File: config.mk
export PLATFORM = sky130hd
export DESIGN_NAME = preemptive_priority_scheduler_flat
export DESIGN_NICKNAME = d
export VERILOG_FILES = /design/src/hdl/pps_pkg.sv /design/src/hdl/pps_cfg_if.sv /design/src/hdl/pps_req_if.sv /design/src/hdl/pps_rsp_if.sv /design/src/hdl/pps_pick.sv /design/src/hdl/pps_upd.sv /design/src/hdl/preemptive_priority_scheduler.sv /design/src/flat_wrapper.sv
export VERILOG_INCLUDE_DIRS = /design/src /design/src/hdl
export SDC_FILE = /design/constraint.sdc
export NUM_CORES = 2
export LEC_CHECK = 0
export BUFFER_PORTS_ARGS = -buffer_cell sky130_fd_sc_hd__buf_2
export CAP_MARGIN = 20
export CORE_MARGIN = 1.5
export CORE_UTILIZATION = 28
export CTS_BUF_LIST = sky130_fd_sc_hd__clkbuf_2 sky130_fd_sc_hd__clkbuf_4 sky130_fd_sc_hd__clkbuf_8
export DETAILED_ROUTE_END_ITERATION = 10
export PLACE_DENSITY_LB_ADDON = 0.08
export SLEW_MARGIN = 40
export SYNTH_ARGS = -nofsm -noshare
export SYNTH_HDL_FRONTEND = slang
export SYNTH_SLANG_ARGS = --single-unit
File: constraint.sdc
create_clock -name clk -period 9.84 [get_ports clk]
set_input_delay 2.952 -clock clk [delete_from_list [all_inputs] [get_ports clk]]
set_output_delay 2.952 -clock clk [all_outputs]
set_load 0.005 [all_outputs]
File: src/hdl/assert_macros.svh
// Assertion helpers; each expects clk and rst_n in scope.
`ifndef ASSERT_MACROS_SVH
`define ASSERT_MACROS_SVH

// Same-cycle implication.
`define PPS_ASSERT_IMPLY(lbl, ante, cons, msg) \
    lbl: assert property (@(posedge clk) disable iff (!rst_n) (ante) |-> (cons)) \
        else $error(msg);

// Next-cycle implication.
`define PPS_ASSERT_NEXT(lbl, ante, cons, msg) \
    lbl: assert property (@(posedge clk) disable iff (!rst_n) (ante) |=> (cons)) \
        else $error(msg);

`endif

File: src/hdl/pps_pkg.sv
package pps_pkg;

    // Fixed field widths of the channels
    localparam int SLOT_W  = 4;
    localparam int FIELD_W = 16;
    localparam int PRIO_W  = 8;
    localparam int CNT_W   = 5;

    // func codes
    localparam logic FUNC_LOAD = 1'b0;
    localparam logic FUNC_TICK = 1'b1;

    // One result beat
    typedef struct packed {
        logic               idle;
        logic [SLOT_W-1:0]  ran_slot;
        logic [FIELD_W-1:0] tick_time;
        logic               first_run;
        logic               finished;
        logic [FIELD_W-1:0] turnaround;
        logic [FIELD_W-1:0] waiting;
        logic               all_done;
    } rsp_t;

endpackage

File: src/hdl/pps_cfg_if.sv
interface pps_cfg_if;
    logic                       valid;
    logic                       ready;
    logic [pps_pkg::CNT_W-1:0]  process_count;

    modport source (output valid, output process_count, input ready);
    modport sink   (input valid, input process_count, output ready);
endinterface

File: src/hdl/pps_req_if.sv
interface pps_req_if;
    logic                               valid;
    logic                               ready;
    logic                               func;
    logic [pps_pkg::SLOT_W-1:0]         slot;
    logic [pps_pkg::FIELD_W-1:0]        arrival;
    logic [pps_pkg::FIELD_W-1:0]        burst;
    logic signed [pps_pkg::PRIO_W-1:0]  prio;

    modport source (output valid, output func, output slot, output arrival,
                    output burst, output prio, input ready);
    modport sink   (input valid, input func, input slot, input arrival,
                    input burst, input prio, output ready);
endinterface

File: src/hdl/pps_rsp_if.sv
interface pps_rsp_if;
    logic                           valid;
    logic                           ready;
    logic                           idle;
    logic [pps_pkg::SLOT_W-1:0]     ran_slot;
    logic [pps_pkg::FIELD_W-1:0]    tick_time;
    logic                           first_run;
    logic                           finished;
    logic [pps_pkg::FIELD_W-1:0]    turnaround;
    logic [pps_pkg::FIELD_W-1:0]    waiting;
    logic                           all_done;

    modport source (output valid, output idle, output ran_slot, output tick_time,
                    output first_run, output finished, output turnaround,
                    output waiting, output all_done, input ready);
    modport sink   (input valid, input idle, input ran_slot, input tick_time,
                    input first_run, input finished, input turnaround,
                    input waiting, input all_done, output ready);
endinterface

File: src/hdl/pps_pick.sv
// Shared compare unit: decides whether the scanned candidate beats the
// best slot found so far in this tick.
module pps_pick #(
    parameter int TIME_BITS = 16
) (
    input  logic                               cand_done,
    input  logic [TIME_BITS-1:0]               cand_arr,
    input  logic signed [pps_pkg::PRIO_W-1:0]  cand_prio,
    input  logic [TIME_BITS-1:0]               now,
    input  logic                               best_found,
    input  logic [TIME_BITS-1:0]               best_arr,
    input  logic signed [pps_pkg::PRIO_W-1:0]  best_prio,
    output logic                               take
);

    logic eligible;
    logic better;

    // arrived and not yet complete
    assign eligible = !cand_done && (cand_arr <= now);

    // higher priority wins; tie goes to earlier arrival; scan order keeps
    // the lower slot on a full tie
    assign better = (cand_prio > best_prio) ||
                    ((cand_prio == best_prio) && (cand_arr < best_arr));

    assign take = eligible && (!best_found || better);

endmodule

File: src/hdl/pps_upd.sv
// Commit arithmetic for the slot that runs: remaining-time decrement,
// saturating time advance, turnaround and waiting on completion.
module pps_upd #(
    parameter int TIME_BITS = 16
) (
    input  logic [TIME_BITS-1:0] now,
    input  logic [TIME_BITS-1:0] remaining,
    input  logic [TIME_BITS-1:0] arrival,
    input  logic [TIME_BITS-1:0] burst,
    output logic [TIME_BITS-1:0] now_inc,
    output logic [TIME_BITS-1:0] rem_next,
    output logic                 fin,
    output logic [TIME_BITS-1:0] turn,
    output logic [TIME_BITS-1:0] wait_time
);

    // time saturates at all ones
    assign now_inc = (now != '1) ? now + TIME_BITS'(1) : now;

    // runs out this tick when one or zero units remain
    assign fin      = (remaining <= TIME_BITS'(1));
    assign rem_next = fin ? '0 : remaining - TIME_BITS'(1);

    // completion time equals the advanced time
    assign turn      = now_inc - arrival;
    assign wait_time = (turn > burst) ? turn - burst : '0;

endmodule

File: src/hdl/preemptive_priority_scheduler.sv
// Preemptive priority scheduler. A load beat (func = 0) writes one process
// slot. A tick beat (func = 1) walks slots 0..N-1, where N is process_count
// clamped to SLOTS, through one slot-table read port and one shared compare
// unit, one slot per cycle; it then rereads the winning slot and commits.
// req.ready stays low until the tick is done; the commit also waits for the
// previous result to be taken. Each tick returns one result beat, loads
// return none.
// The slot table is undefined until loaded; only loaded slots may be counted.
module preemptive_priority_scheduler #(
    parameter int SLOTS     = 16,
    parameter int TIME_BITS = 16
) (
    input  logic       clk,
    input  logic       rst_n,
    pps_cfg_if.sink    cfg,
    pps_req_if.sink    req,
    pps_rsp_if.source  rsp
);

    localparam int SW = (SLOTS > 1) ? $clog2(SLOTS) : 1;
    localparam int CW = $clog2(SLOTS + 1);
    localparam int PW = pps_pkg::PRIO_W;
    localparam int FW = pps_pkg::FIELD_W;

    // sequencer states
    localparam logic [2:0] ST_IDLE    = 3'd0;
    localparam logic [2:0] ST_SCAN    = 3'd1;
    localparam logic [2:0] ST_DRAIN   = 3'd2;
    localparam logic [2:0] ST_RESOLVE = 3'd3;
    localparam logic [2:0] ST_FETCH   = 3'd4;

    typedef struct packed {
        logic signed [PW-1:0]  prio;
        logic [TIME_BITS-1:0]  arrival;
        logic [TIME_BITS-1:0]  burst;
        logic [TIME_BITS-1:0]  remaining;
    } entry_t;

    // registers
    logic [2:0]              state_reg, state_next;
    logic [CW-1:0]           iss_reg, iss_next;
    logic                    pend_vld_reg, pend_vld_next;
    logic [SW-1:0]           pend_idx_reg, pend_idx_next;
    logic                    found_reg, found_next;
    logic [SW-1:0]           best_idx_reg, best_idx_next;
    logic signed [PW-1:0]    best_prio_reg, best_prio_next;
    logic [TIME_BITS-1:0]    best_arr_reg, best_arr_next;
    logic [1:0]              cnt_reg, cnt_next;
    logic [TIME_BITS-1:0]    now_reg, now_next;
    logic [SLOTS-1:0]        started_reg, started_next;
    logic [SLOTS-1:0]        done_reg, done_next;
    logic [pps_pkg::CNT_W-1:0] pc_reg;
    logic                    rsp_valid_reg, rsp_valid_next;
    pps_pkg::rsp_t           out_reg, out_next;

    // slot table
    entry_t                  mem [SLOTS];
    entry_t                  rd_entry_reg;
    logic                    mem_we;
    logic [SW-1:0]           mem_waddr;
    entry_t                  mem_wdata;
    logic                    mem_re;
    logic [SW-1:0]           mem_raddr;

    // misc
    logic [CW-1:0]           n_eff;
    logic                    ld_ok;
    logic [SW-1:0]           ld_idx;
    logic [TIME_BITS-1:0]    ld_burst;
    logic                    take;
    logic                    commit;
    entry_t                  upd_entry;
    logic [TIME_BITS-1:0]    now_inc;
    logic [TIME_BITS-1:0]    rem_next;
    logic                    fin;
    logic [TIME_BITS-1:0]    turn;
    logic [TIME_BITS-1:0]    wait_time;

    // configuration register, always writable
    assign cfg.ready = 1'b1;

    always_ff @(posedge clk or negedge rst_n)
    begin
        if (!rst_n)
        begin
            pc_reg <= '0;
        end
        else if (cfg.valid)
        begin
            pc_reg <= cfg.process_count;
        end
    end

    // effective slot count
    always_comb
    begin
        if (int'(pc_reg) > SLOTS)
        begin
            n_eff = CW'(SLOTS);
        end
        else
        begin
            n_eff = CW'(pc_reg);
        end
    end

    assign req.ready = (state_reg == ST_IDLE);
    assign ld_ok     = (int'(req.slot) < SLOTS);
    assign ld_idx    = SW'(req.slot);
    assign ld_burst  = TIME_BITS'(req.burst);

    // slot table: one write port, one registered read port
    always_ff @(posedge clk)
    begin
        if (mem_we)
        begin
            mem[mem_waddr] <= mem_wdata;
        end
        if (mem_re)
        begin
            rd_entry_reg <= mem[mem_raddr];
        end
    end

    // compare unit on the entry read in the previous cycle
    pps_pick #(
        .TIME_BITS (TIME_BITS)
    ) u_pick (
        .cand_done  (done_reg[pend_idx_reg]),
        .cand_arr   (rd_entry_reg.arrival),
        .cand_prio  (rd_entry_reg.prio),
        .now        (now_reg),
        .best_found (found_reg),
        .best_arr   (best_arr_reg),
        .best_prio  (best_prio_reg),
        .take       (take)
    );

    // commit arithmetic on the winner
    pps_upd #(
        .TIME_BITS (TIME_BITS)
    ) u_upd (
        .now       (now_reg),
        .remaining (rd_entry_reg.remaining),
        .arrival   (rd_entry_reg.arrival),
        .burst     (rd_entry_reg.burst),
        .now_inc   (now_inc),
        .rem_next  (rem_next),
        .fin       (fin),
        .turn      (turn),
        .wait_time (wait_time)
    );

    assign commit = (state_reg == ST_FETCH) && (!rsp_valid_reg || rsp.ready);

    always_comb
    begin
        upd_entry           = rd_entry_reg;
        upd_entry.remaining = rem_next;
    end

    // sequencer
    always_comb
    begin
        state_next     = state_reg;
        iss_next       = iss_reg;
        pend_vld_next  = 1'b0;
        pend_idx_next  = pend_idx_reg;
        found_next     = found_reg;
        best_idx_next  = best_idx_reg;
        best_prio_next = best_prio_reg;
        best_arr_next  = best_arr_reg;
        cnt_next       = cnt_reg;
        now_next       = now_reg;
        started_next   = started_reg;
        done_next      = done_reg;
        out_next       = out_reg;
        mem_we         = 1'b0;
        mem_waddr      = ld_idx;
        mem_wdata      = upd_entry;
        mem_re         = 1'b0;
        mem_raddr      = iss_reg[SW-1:0];

        if (rsp.ready)
        begin
            rsp_valid_next = 1'b0;
        end
        else
        begin
            rsp_valid_next = rsp_valid_reg;
        end

        // fold the candidate read last cycle into the running best
        if (pend_vld_reg)
        begin
            if (take)
            begin
                found_next     = 1'b1;
                best_idx_next  = pend_idx_reg;
                best_prio_next = rd_entry_reg.prio;
                best_arr_next  = rd_entry_reg.arrival;
            end
            if (!done_reg[pend_idx_reg] && (cnt_reg != 2'd2))
            begin
                cnt_next = cnt_reg + 2'd1;
            end
        end

        case (state_reg)
            ST_IDLE:
            begin
                if (req.valid)
                begin
                    if (req.func == pps_pkg::FUNC_LOAD)
                    begin
                        if (ld_ok)
                        begin
                            mem_we                    = 1'b1;
                            mem_waddr                 = ld_idx;
                            mem_wdata.prio            = req.prio;
                            mem_wdata.arrival         = TIME_BITS'(req.arrival);
                            mem_wdata.burst           = ld_burst;
                            mem_wdata.remaining       = ld_burst;
                            started_next[ld_idx]      = 1'b0;
                            done_next[ld_idx]         = (ld_burst == '0);
                        end
                    end
                    else
                    begin
                        iss_next   = '0;
                        found_next = 1'b0;
                        cnt_next   = 2'd0;
                        if (n_eff == '0)
                        begin
                            state_next = ST_RESOLVE;
                        end
                        else
                        begin
                            state_next = ST_SCAN;
                        end
                    end
                end
            end

            ST_SCAN:
            begin
                mem_re        = 1'b1;
                mem_raddr     = iss_reg[SW-1:0];
                pend_vld_next = 1'b1;
                pend_idx_next = iss_reg[SW-1:0];
                iss_next      = iss_reg + CW'(1);
                if (iss_reg == n_eff - CW'(1))
                begin
                    state_next = ST_DRAIN;
                end
            end

            ST_DRAIN:
            begin
                state_next = ST_RESOLVE;
            end

            ST_RESOLVE:
            begin
                mem_re     = 1'b1;
                mem_raddr  = best_idx_reg;
                state_next = ST_FETCH;
            end

            ST_FETCH:
            begin
                if (commit)
                begin
                    rsp_valid_next     = 1'b1;
                    now_next           = now_inc;
                    out_next           = '0;
                    out_next.tick_time = FW'(now_reg);
                    if (!found_reg)
                    begin
                        out_next.idle     = 1'b1;
                        out_next.all_done = (cnt_reg == 2'd0);
                    end
                    else
                    begin
                        out_next.ran_slot  = pps_pkg::SLOT_W'(best_idx_reg);
                        out_next.first_run = !started_reg[best_idx_reg];
                        started_next[best_idx_reg] = 1'b1;
                        mem_we    = 1'b1;
                        mem_waddr = best_idx_reg;
                        mem_wdata = upd_entry;
                        if (fin)
                        begin
                            done_next[best_idx_reg] = 1'b1;
                            out_next.finished   = 1'b1;
                            out_next.turnaround = FW'(turn);
                            out_next.waiting    = FW'(wait_time);
                        end
                        out_next.all_done = (cnt_reg == 2'd0) ||
                                            ((cnt_reg == 2'd1) && fin);
                    end
                    state_next = ST_IDLE;
                end
            end

            default:
            begin
                state_next = ST_IDLE;
            end
        endcase
    end

    // control state
    always_ff @(posedge clk or negedge rst_n)
    begin
        if (!rst_n)
        begin
            state_reg     <= ST_IDLE;
            iss_reg       <= '0;
            pend_vld_reg  <= 1'b0;
            found_reg     <= 1'b0;
            cnt_reg       <= 2'd0;
            now_reg       <= '0;
            started_reg   <= '0;
            done_reg      <= '0;
            rsp_valid_reg <= 1'b0;
        end
        else
        begin
            state_reg     <= state_next;
            iss_reg       <= iss_next;
            pend_vld_reg  <= pend_vld_next;
            found_reg     <= found_next;
            cnt_reg       <= cnt_next;
            now_reg       <= now_next;
            started_reg   <= started_next;
            done_reg      <= done_next;
            rsp_valid_reg <= rsp_valid_next;
        end
    end

    // payload
    always_ff @(posedge clk)
    begin
        pend_idx_reg  <= pend_idx_next;
        best_idx_reg  <= best_idx_next;
        best_prio_reg <= best_prio_next;
        best_arr_reg  <= best_arr_next;
        out_reg       <= out_next;
    end

    // result channel
    assign rsp.valid      = rsp_valid_reg;
    assign rsp.idle       = out_reg.idle;
    assign rsp.ran_slot   = out_reg.ran_slot;
    assign rsp.tick_time  = out_reg.tick_time;
    assign rsp.first_run  = out_reg.first_run;
    assign rsp.finished   = out_reg.finished;
    assign rsp.turnaround = out_reg.turnaround;
    assign rsp.waiting    = out_reg.waiting;
    assign rsp.all_done   = out_reg.all_done;

    // checks
`include "assert_macros.svh"

    `PPS_ASSERT_IMPLY(a_idle_clean, rsp.valid && rsp.idle, !rsp.finished && !rsp.first_run && rsp.ran_slot == '0, "idle beat carries slot data")
    `PPS_ASSERT_IMPLY(a_best_in_range, state_reg == ST_FETCH && found_reg, best_idx_reg < n_eff, "winner outside counted slots")
    `PPS_ASSERT_IMPLY(a_scan_bound, state_reg != ST_IDLE, iss_reg <= n_eff, "scan ran past the slot count")
    `PPS_ASSERT_NEXT(a_time_mono, 1'b1, now_reg >= $past(now_reg), "time counter went backward")

endmodule
File: src/flat_wrapper.sv
// flat-port wrapper written by rule: the top's interface ports become plain ports
module preemptive_priority_scheduler_flat 
#(
    parameter int SLOTS     = 16,
    parameter int TIME_BITS = 16
)
  (clk, rst_n, cfg_valid, cfg_process_count, cfg_ready, req_valid, req_func, req_slot, req_arrival, req_burst, req_prio, req_ready, rsp_valid, rsp_idle, rsp_ran_slot, rsp_tick_time, rsp_first_run, rsp_finished, rsp_turnaround, rsp_waiting, rsp_all_done, rsp_ready);
  pps_cfg_if cfg_i ();
  pps_req_if req_i ();
  pps_rsp_if rsp_i ();
  input  logic clk;
  input  logic rst_n;
  input wire logic [$bits(cfg_i.valid)-1:0] cfg_valid;
  input wire logic [$bits(cfg_i.process_count)-1:0] cfg_process_count;
  output wire logic [$bits(cfg_i.ready)-1:0] cfg_ready;
  input wire logic [$bits(req_i.valid)-1:0] req_valid;
  input wire logic [$bits(req_i.func)-1:0] req_func;
  input wire logic [$bits(req_i.slot)-1:0] req_slot;
  input wire logic [$bits(req_i.arrival)-1:0] req_arrival;
  input wire logic [$bits(req_i.burst)-1:0] req_burst;
  input wire logic [$bits(req_i.prio)-1:0] req_prio;
  output wire logic [$bits(req_i.ready)-1:0] req_ready;
  output wire logic [$bits(rsp_i.valid)-1:0] rsp_valid;
  output wire logic [$bits(rsp_i.idle)-1:0] rsp_idle;
  output wire logic [$bits(rsp_i.ran_slot)-1:0] rsp_ran_slot;
  output wire logic [$bits(rsp_i.tick_time)-1:0] rsp_tick_time;
  output wire logic [$bits(rsp_i.first_run)-1:0] rsp_first_run;
  output wire logic [$bits(rsp_i.finished)-1:0] rsp_finished;
  output wire logic [$bits(rsp_i.turnaround)-1:0] rsp_turnaround;
  output wire logic [$bits(rsp_i.waiting)-1:0] rsp_waiting;
  output wire logic [$bits(rsp_i.all_done)-1:0] rsp_all_done;
  input wire logic [$bits(rsp_i.ready)-1:0] rsp_ready;
  assign cfg_i.valid = cfg_valid;
  assign cfg_i.process_count = cfg_process_count;
  assign cfg_ready = cfg_i.ready;
  assign req_i.valid = req_valid;
  assign req_i.func = req_func;
  assign req_i.slot = req_slot;
  assign req_i.arrival = req_arrival;
  assign req_i.burst = req_burst;
  assign req_i.prio = req_prio;
  assign req_ready = req_i.ready;
  assign rsp_valid = rsp_i.valid;
  assign rsp_idle = rsp_i.idle;
  assign rsp_ran_slot = rsp_i.ran_slot;
  assign rsp_tick_time = rsp_i.tick_time;
  assign rsp_first_run = rsp_i.first_run;
  assign rsp_finished = rsp_i.finished;
  assign rsp_turnaround = rsp_i.turnaround;
  assign rsp_waiting = rsp_i.waiting;
  assign rsp_all_done = rsp_i.all_done;
  assign rsp_i.ready = rsp_ready;
  preemptive_priority_scheduler #(.SLOTS(SLOTS), .TIME_BITS(TIME_BITS)) u_core (.clk(clk), .rst_n(rst_n), .cfg(cfg_i), .req(req_i), .rsp(rsp_i));
endmodule
After elaboration in Yosys (flattened, before gate mapping)
Memory sizes are Yosys's and may differ from the RTL's. A register that Yosys moved wholly into a read port is not among the register bits.
Index checks and enable logic that the tools add are counted.
{ "op_classes": {"n_addsub": 7, "n_lt_le_gt_ge": 11, "n_eq_ne": 16, "mux": 65, "bitwise": 4, "reduce_logical": 31} }
{ "ops": {"columns": ["operator", "n"], "rows": [
  ["16-bit two-way mux", 12],
  ["56-bit two-way mux", 3],
  ["16-bit case mux with 2 select lines", 2],
  ["33-bit two-way mux", 1],
  ["16-bit OR", 2],
  ["16-bit subtractor", 2],
  ["1-bit two-way mux", 22],
  ["16-bit by 1-bit adder with 16-bit output (second input constant)", 1],
  ["16-bit AND", 1],
  ["16-bit bitwise mux", 1],
  ["16-bit > comparator", 1],
  ["16-bit by 1-bit <= comparator with 1-bit output (second input constant)", 1],
  ["16-bit <= comparator", 1],
  ["16-bit zero test", 1],
  ["16-bit < comparator", 1],
  ["4-bit two-way mux", 4],
  ["16-bit != test (second input constant)", 1],
  ["16-bit NOT", 1],
  ["16-bit by 1-bit subtractor with 16-bit output (second input constant)", 1],
  ["4-bit by 5-bit < comparator with 1-bit output (second input constant)", 3],
  ["5-bit two-way mux", 3],
  ["3-bit case mux with 5 select lines", 1],
  ["2-bit two-way mux", 6],
  ["3-bit two-way mux", 4],
  ["other kinds (31)", 58]
]} }
{ "totals": {"register_bits": 154, "mem_bits_rw": 896, "input_bits": 55, "output_inout_bits": 59, "wordCells": 157, "memories": 1} }
{ "mem_list": {"columns": ["name", "words", "word_bits", "rd", "rd_ports_with_merged_regs", "write_ports", "line_no", "rtl"], "rows": [
  ["u_core.mem", 16, 56, 1, 1, 1, "preemptive_priority_scheduler.sv:57", "entry_t mem [SLOTS];"]
]} }

Longest topological paths before layout
{ "depth": {"word_depth": 10, "depth_mapped": 23, "mapped_depth_nobuf": 21} }

By module
Synthesis repeated with hierarchy kept, for this count alone.
{ "hier_totals": {"cells_unflattened": 3510, "hier_area_um2": 53777.8} }
{ "by_module_without_submodules": {"columns": ["module", "instances", "cells_each", "area_per_inst_um2", "seq_area_each_um2"], "rows": [
  ["preemptive_priority_scheduler", 1, 2999, 50229.4, 32881.5],
  ["pps_upd", 1, 370, 2502.4, 0.0],
  ["pps_pick", 1, 141, 1046.0, 0.0]
]} }

Worst setup path before layout
OpenSTA, ideal clock, no wires.
{ "synth_timing": {"kind": "input to register", "start": "input rsp_ready", "end": "memory u_core.mem[10][0] (netlist name) (enable)", "setup_time_ps": 470, "t_arrival_ps": 6848, "required_time_ps": 9370, "slack_ps": 2522, "stages": 7, "n_path_buf": 1, "cell_sequence": "nand2b_1 -> nand2b_4 -> inv_2 -> buf_2 -> and3_1 -> a21oi_1 -> nor2_1"} }
{ "synth_via": {"elab_chain_cells": 6, "elab_cells_between_ends": 8, "cone_classes": "mux: 6; reduce/logical: 2"} }
{ "synth_lines": {"columns": ["element", "line_no", "rtl"], "rows": [
  ["from (decl)", "flat_wrapper.sv:32", "input wire logic [$bits(rsp_i.ready)-1:0] rsp_ready;"],
  ["1-bit logical OR (*)", "preemptive_priority_scheduler.sv:154", "assign commit = (state_reg == ST_FETCH) && (!rsp_valid_reg || rsp.ready);"],
  ["1-bit logical AND (*)", "preemptive_priority_scheduler.sv:154", null],
  ["1-bit two-way mux", "preemptive_priority_scheduler.sv:272", "if (commit)"],
  ["1-bit case mux with 2 select lines", "preemptive_priority_scheduler.sv:209", "case (state_reg)"],
  ["1-bit two-way mux", "preemptive_priority_scheduler.sv:115", "if (mem_we)"],
  ["1-bit two-way mux (implied by the code)", "preemptive_priority_scheduler.sv:117", "mem[mem_waddr] <= mem_wdata;"],
  ["to (decl)", "preemptive_priority_scheduler.sv:57", null]
]} }
Every way passes the cells marked *; elsewhere a longest branch is shown, timed or not.

Worst setup path after layout
{ "layout_timing": {"start": "register u_core.now_reg[0]", "end": "register u_core.out_reg, in the netlist u_core.rsp.waiting[12] (data pin)"} }
{ "layout_via": {"elab_chain_cells": 5, "elab_cells_between_ends": 7, "cone_classes": "add/sub: 3; order compare: 1; eq/ne: 1; mux: 1; reduce/logical: 1"} }
{ "layout_lines": {"columns": ["element", "line_no", "rtl"], "rows": [
  ["from (decl)", "preemptive_priority_scheduler.sv:49", "logic [TIME_BITS-1:0] now_reg, now_next;"],
  ["from (signal assigned)", "preemptive_priority_scheduler.sv:334", "now_reg <= now_next;"],
  ["16-bit by 1-bit adder with 16-bit output or 16-bit != test (tied branches)", "pps_upd.sv:18", "assign now_inc = (now != '1) ? now + TIME_BITS'(1) : now;"],
  ["16-bit two-way mux (*)", "pps_upd.sv:18", null],
  ["via u_core.now_inc[2]", "preemptive_priority_scheduler.sv:73", "logic [TIME_BITS-1:0] now_inc;"],
  ["16-bit subtractor (*)", "pps_upd.sv:25", "assign turn = now_inc - arrival;"],
  ["via u_core.turn[14]", "preemptive_priority_scheduler.sv:76", "logic [TIME_BITS-1:0] turn;"],
  ["16-bit > comparator (*)", "pps_upd.sv:26", "assign wait_time = (turn > burst) ? turn - burst : '0;"],
  ["3-bit AND reduction (no line) (*)", null, null],
  ["to (signal assigned)", "preemptive_priority_scheduler.sv:348", "out_reg <= out_next;"],
  ["to (decl)", "preemptive_priority_scheduler.sv:54", "pps_pkg::rsp_t out_reg, out_next;"]
]} }
Mark *: on every way through the listed nets, which the timed path passes. The rest lies on a longest branch.
A chain may end at the register's enable or synchronous reset.

==> impl_metrics.env <==
export IMPL_grt_usage=0.157
export IMPL_ys_seq_area_frac=0.717
export IMPL_place_ws_ns=3.59
export IMPL_critPathMaxFanout=16
export IMPL_area_growth_pct=16.8
export IMPL_endpoint_kind="flop"
export IMPL_seqCellArea_um2=32900
export IMPL_fmax_mhz=159
export IMPL_start_util=0.282
export IMPL_place_inst=4842
export IMPL_min_from="u_core.rd_entry_reg[48]"
export IMPL_fin_crit_ns=6.28
export IMPL_tightest_slew_ns=0.896
export IMPL_startpoint_type="flop"
export IMPL_dieArea_um2=166000
export IMPL_yosysUniqueCellTypes=81
export IMPL_routed_wirelength_um=131000
export IMPL_ant_nets=0
export IMPL_cap_violations=0
export IMPL_power_mw=17.0
export IMPL_layout_setup_ws_ns=3.56
export IMPL_clock_latency_ns=0.90
export IMPL_antenna_found_initial=6
export IMPL_syn_inst=2575
export IMPL_power_density_nw_per_um2=318
export IMPL_htree_levels=4
export IMPL_hold_class="reg2reg"
export IMPL_setup_viol_count_final=0
export IMPL_crit_type="reg2reg"
export IMPL_fin_cells=5198
export IMPL_grt_start_max_net_pins=83
export IMPL_drc=0
export IMPL_fin_crit_sh=0.638
export IMPL_num_vias=24800
export IMPL_synth_async_reset_ratio=0.0597
export IMPL_utilization=0.329
export IMPL_final_area_um2=53600
export IMPL_hpwlAfterDp_um=78800
export IMPL_fin_setup_tns_ns=0
export IMPL_holdPathEnd="u_core.best_prio_reg[0]"
export IMPL_grt_ovfl_total=0
export IMPL_synth_seq_cells=1106
export IMPL_cp_cell_sequence="ha_1 > inv_1 > nor4_1 > nand3_1 > nand2_1 > nand2_1 > o21ai_0 > ha_1 > nor2b_1 > o2111ai_1 > a21boi_0 > o41ai_1 > mux2i_1 > nand2_1 > ha_1 > nand4_1 > nor2_1 > and3_1 > o31a_1 > o31ai_2 > buf_4 > nor4_1"
export IMPL_die_w_um=408
export IMPL_clock_path_buffers=3
export IMPL_peakVddDrop_uv=174
export IMPL_syn_nets=2710
export IMPL_drt_iter0_markers=1663
export IMPL_required_ns=10.52
export IMPL_holdPathStages=0
export IMPL_fillers=15600
export IMPL_largest_reg_flops=896
export IMPL_hold_ws_ns=0.460
export IMPL_coreArea_um2=163000
export IMPL_avgSynthCellArea_um2=17.8
export IMPL_yosysWarnings=0
export IMPL_yosys_most_used_dff="edfxtp_1"
export IMPL_clk_pin_slew_ns=0.07
export IMPL_status="finished clean"
export IMPL_cts_tree="done"
export IMPL_die_h_um=408
export IMPL_hold_buffers=0
export IMPL_placed_area_um2=49600
export IMPL_critPathSlowestCell="o41ai_1"
export IMPL_finClkSkew_ns=0.0652
export IMPL_max_slew_margin=0.400
export IMPL_post_cts_buffers=0
export IMPL_avgRoutedWirePerCell_um=25.1
export IMPL_place_congestion=0.789
export IMPL_nets=3003
export IMPL_io_pins=114
export IMPL_drive_gt1_frac=0.278
export IMPL_reg2reg_from="u_core.now_reg[0]"
export IMPL_reg2reg_slack_ns=3.56
export IMPL_slowest_delay_ns=0.72
export IMPL_first_global_vias=26800
export IMPL_synth_enable_flop_cells=1040
export IMPL_io_buffers=112
export IMPL_r2r_cells=22
export IMPL_critPathArrivalTime_ns=6.95
export IMPL_p_leak_nw=18.0
export IMPL_post_cts_resized=0
export IMPL_hold_viol=0
export IMPL_rsz0062_at_grt="no"
export IMPL_rr_endpoint="u_core.rsp.waiting[12]"
export IMPL_rows=148
export IMPL_report_final_slew_viol_count=0
export IMPL_multi_input_area_um2=12200
export IMPL_cts_sinks=1106
export IMPL_clockRootBuffer="clkbuf_8"
export IMPL_drtPass1Iterations=6
export IMPL_avgViaCountPerCell=4.77
export IMPL_synth_cell_area_um2=45900
export IMPL_cts_buffers=198
export IMPL_grt_pass1_wl_um=189000
-- synthesized netlist by cell type, types with 12 or more instances --
library cell,number,area share
edfxtp_1,1040,0.68
mux4_2,234,0.11
nand2_1,184,0.015
a22oi_1,112,0.018
nor2_1,97,0.0079
a21oi_1,93,0.010
inv_1,87,0.0071
ha_1,78,0.021
o21ai_0,74,0.0081
dfrtp_1,66,0.036
clkbuf_1,62,0.0051
xnor2_1,46,0.0088
buf_2,26,0.0028
nor3_1,25,0.0027
nand3_1,23,0.0025
nand4_1,20,0.0027
nor2b_1,20,0.0027
and2_1,18,0.0025
o22ai_1,17,0.0023
mux2_2,16,0.0039
nor4_1,16,0.0022
a21o_1,14,0.0023
nand2b_1,14,0.0019
o21a_1,14,0.0023
xor2_1,14,0.0027
a31oi_1,12,0.0016
-- power by group --
part	leakage (nW)	internal, mW	switching [mW]
Clock	2.05	2.36	1.94
Sequential	10.3	6.37	0.300
Combinational	5.59	2.34	3.73
-- worst max path at each step --
stage / startpoint / end / depth (start not counted) / slack, ns
floorplan: rsp_ready / u_core.mem[10][0] / 7 / 2.52
global placement: req_func / u_core.mem[8][37] / 7 / 3.31
detailed placement: u_core.now_reg[0] / u_core.rsp.waiting[12] / 22 / 3.59
CTS: u_core.now_reg[0] / u_core.rsp.waiting[14] / 22 / 3.53
global route: u_core.now_reg[0] / u_core.rsp.waiting[14] / 22 / 2.88
finish: u_core.now_reg[0] / u_core.rsp.waiting[12] / 22 / 3.56
-- logic make-up (layout without fill, tap and decap cells) --
group	count (synthesis)	count (layout)	synth area share
xor gates and xnor gates	60	60	0.0115
and+or+nand+nor	458	458	0.0480
AOI/OAI and AO/OA	391	391	0.0554
adders and majority gates	80	80	0.0221
other	1	3	0.0000817
DFF	1106	1106	0.717
buffers and inverters	209	655	0.0223
muxes	270	270	0.124
-- layout make-up --
class,count,share of cell area
inverters,88,0.00617
flip-flops and latches,1106,0.614
clock inverters,94,0.0132
well taps,2175,0.0508
clock buffers,259,0.0598
diodes,2,0.0000934
repair buffers,214,0.0279
multi-input cells,1260,0.228
-- per-layer routing --
| layer | vias to the layer above | global-route usage | part of all wire |
|---|---|---|---|
| li1 | 10900 | - | - |
| met1 | 13100 | 0.223 | 0.48 |
| met2 | 571 | 0.245 | 0.46 |
| met3 | 219 | 0.0283 | 0.040 |
| met4 | 0 | 0.0451 | 0.022 |
| met5 | - | 0 | 0 |
-- layout by cell type, fill, tap and decap left out, types with 9 or more instances in the layout --
cell	count
and2_1	18
o21a_1	14
inv_1	87
a21oi_1	85
a31oi_1	12
nor2_4	20
buf_4	80
o21ai_2	10
buf_6	9
mux2_2	16
clkbuf_8	202
clkinv_2	24
mux4_2	234
o21ai_0	64
a22oi_1	112
dfrtp_1	66
a21o_1	14
a21oi_2	19
xnor2_1	46
clkinv_1	49
o22ai_1	17
ha_1	78
bufinv_16	9
nand2_1	184
buf_2	112
nand3_1	23
nand2b_1	14
nand4_1	20
nor2b_1	19
nor2_1	77
clkbuf_4	58
xor2_1	14
mux2_1	10
nor4_1	15
edfxtp_1	1040
nor3_1	25
and3_1	11
-- critical path: cells and delay by family, from the launching register on --
family / cells / cell delay (ns)
compound gates: 6 / 1.57
fa+ha+maj: 3 / 1.20
buf+inv: 2 / 0.33
flops: 1 / 0.48
mux: 1 / 0.31
simple gates: 10 / 2.22
Power figures use the tool's default switching activity.
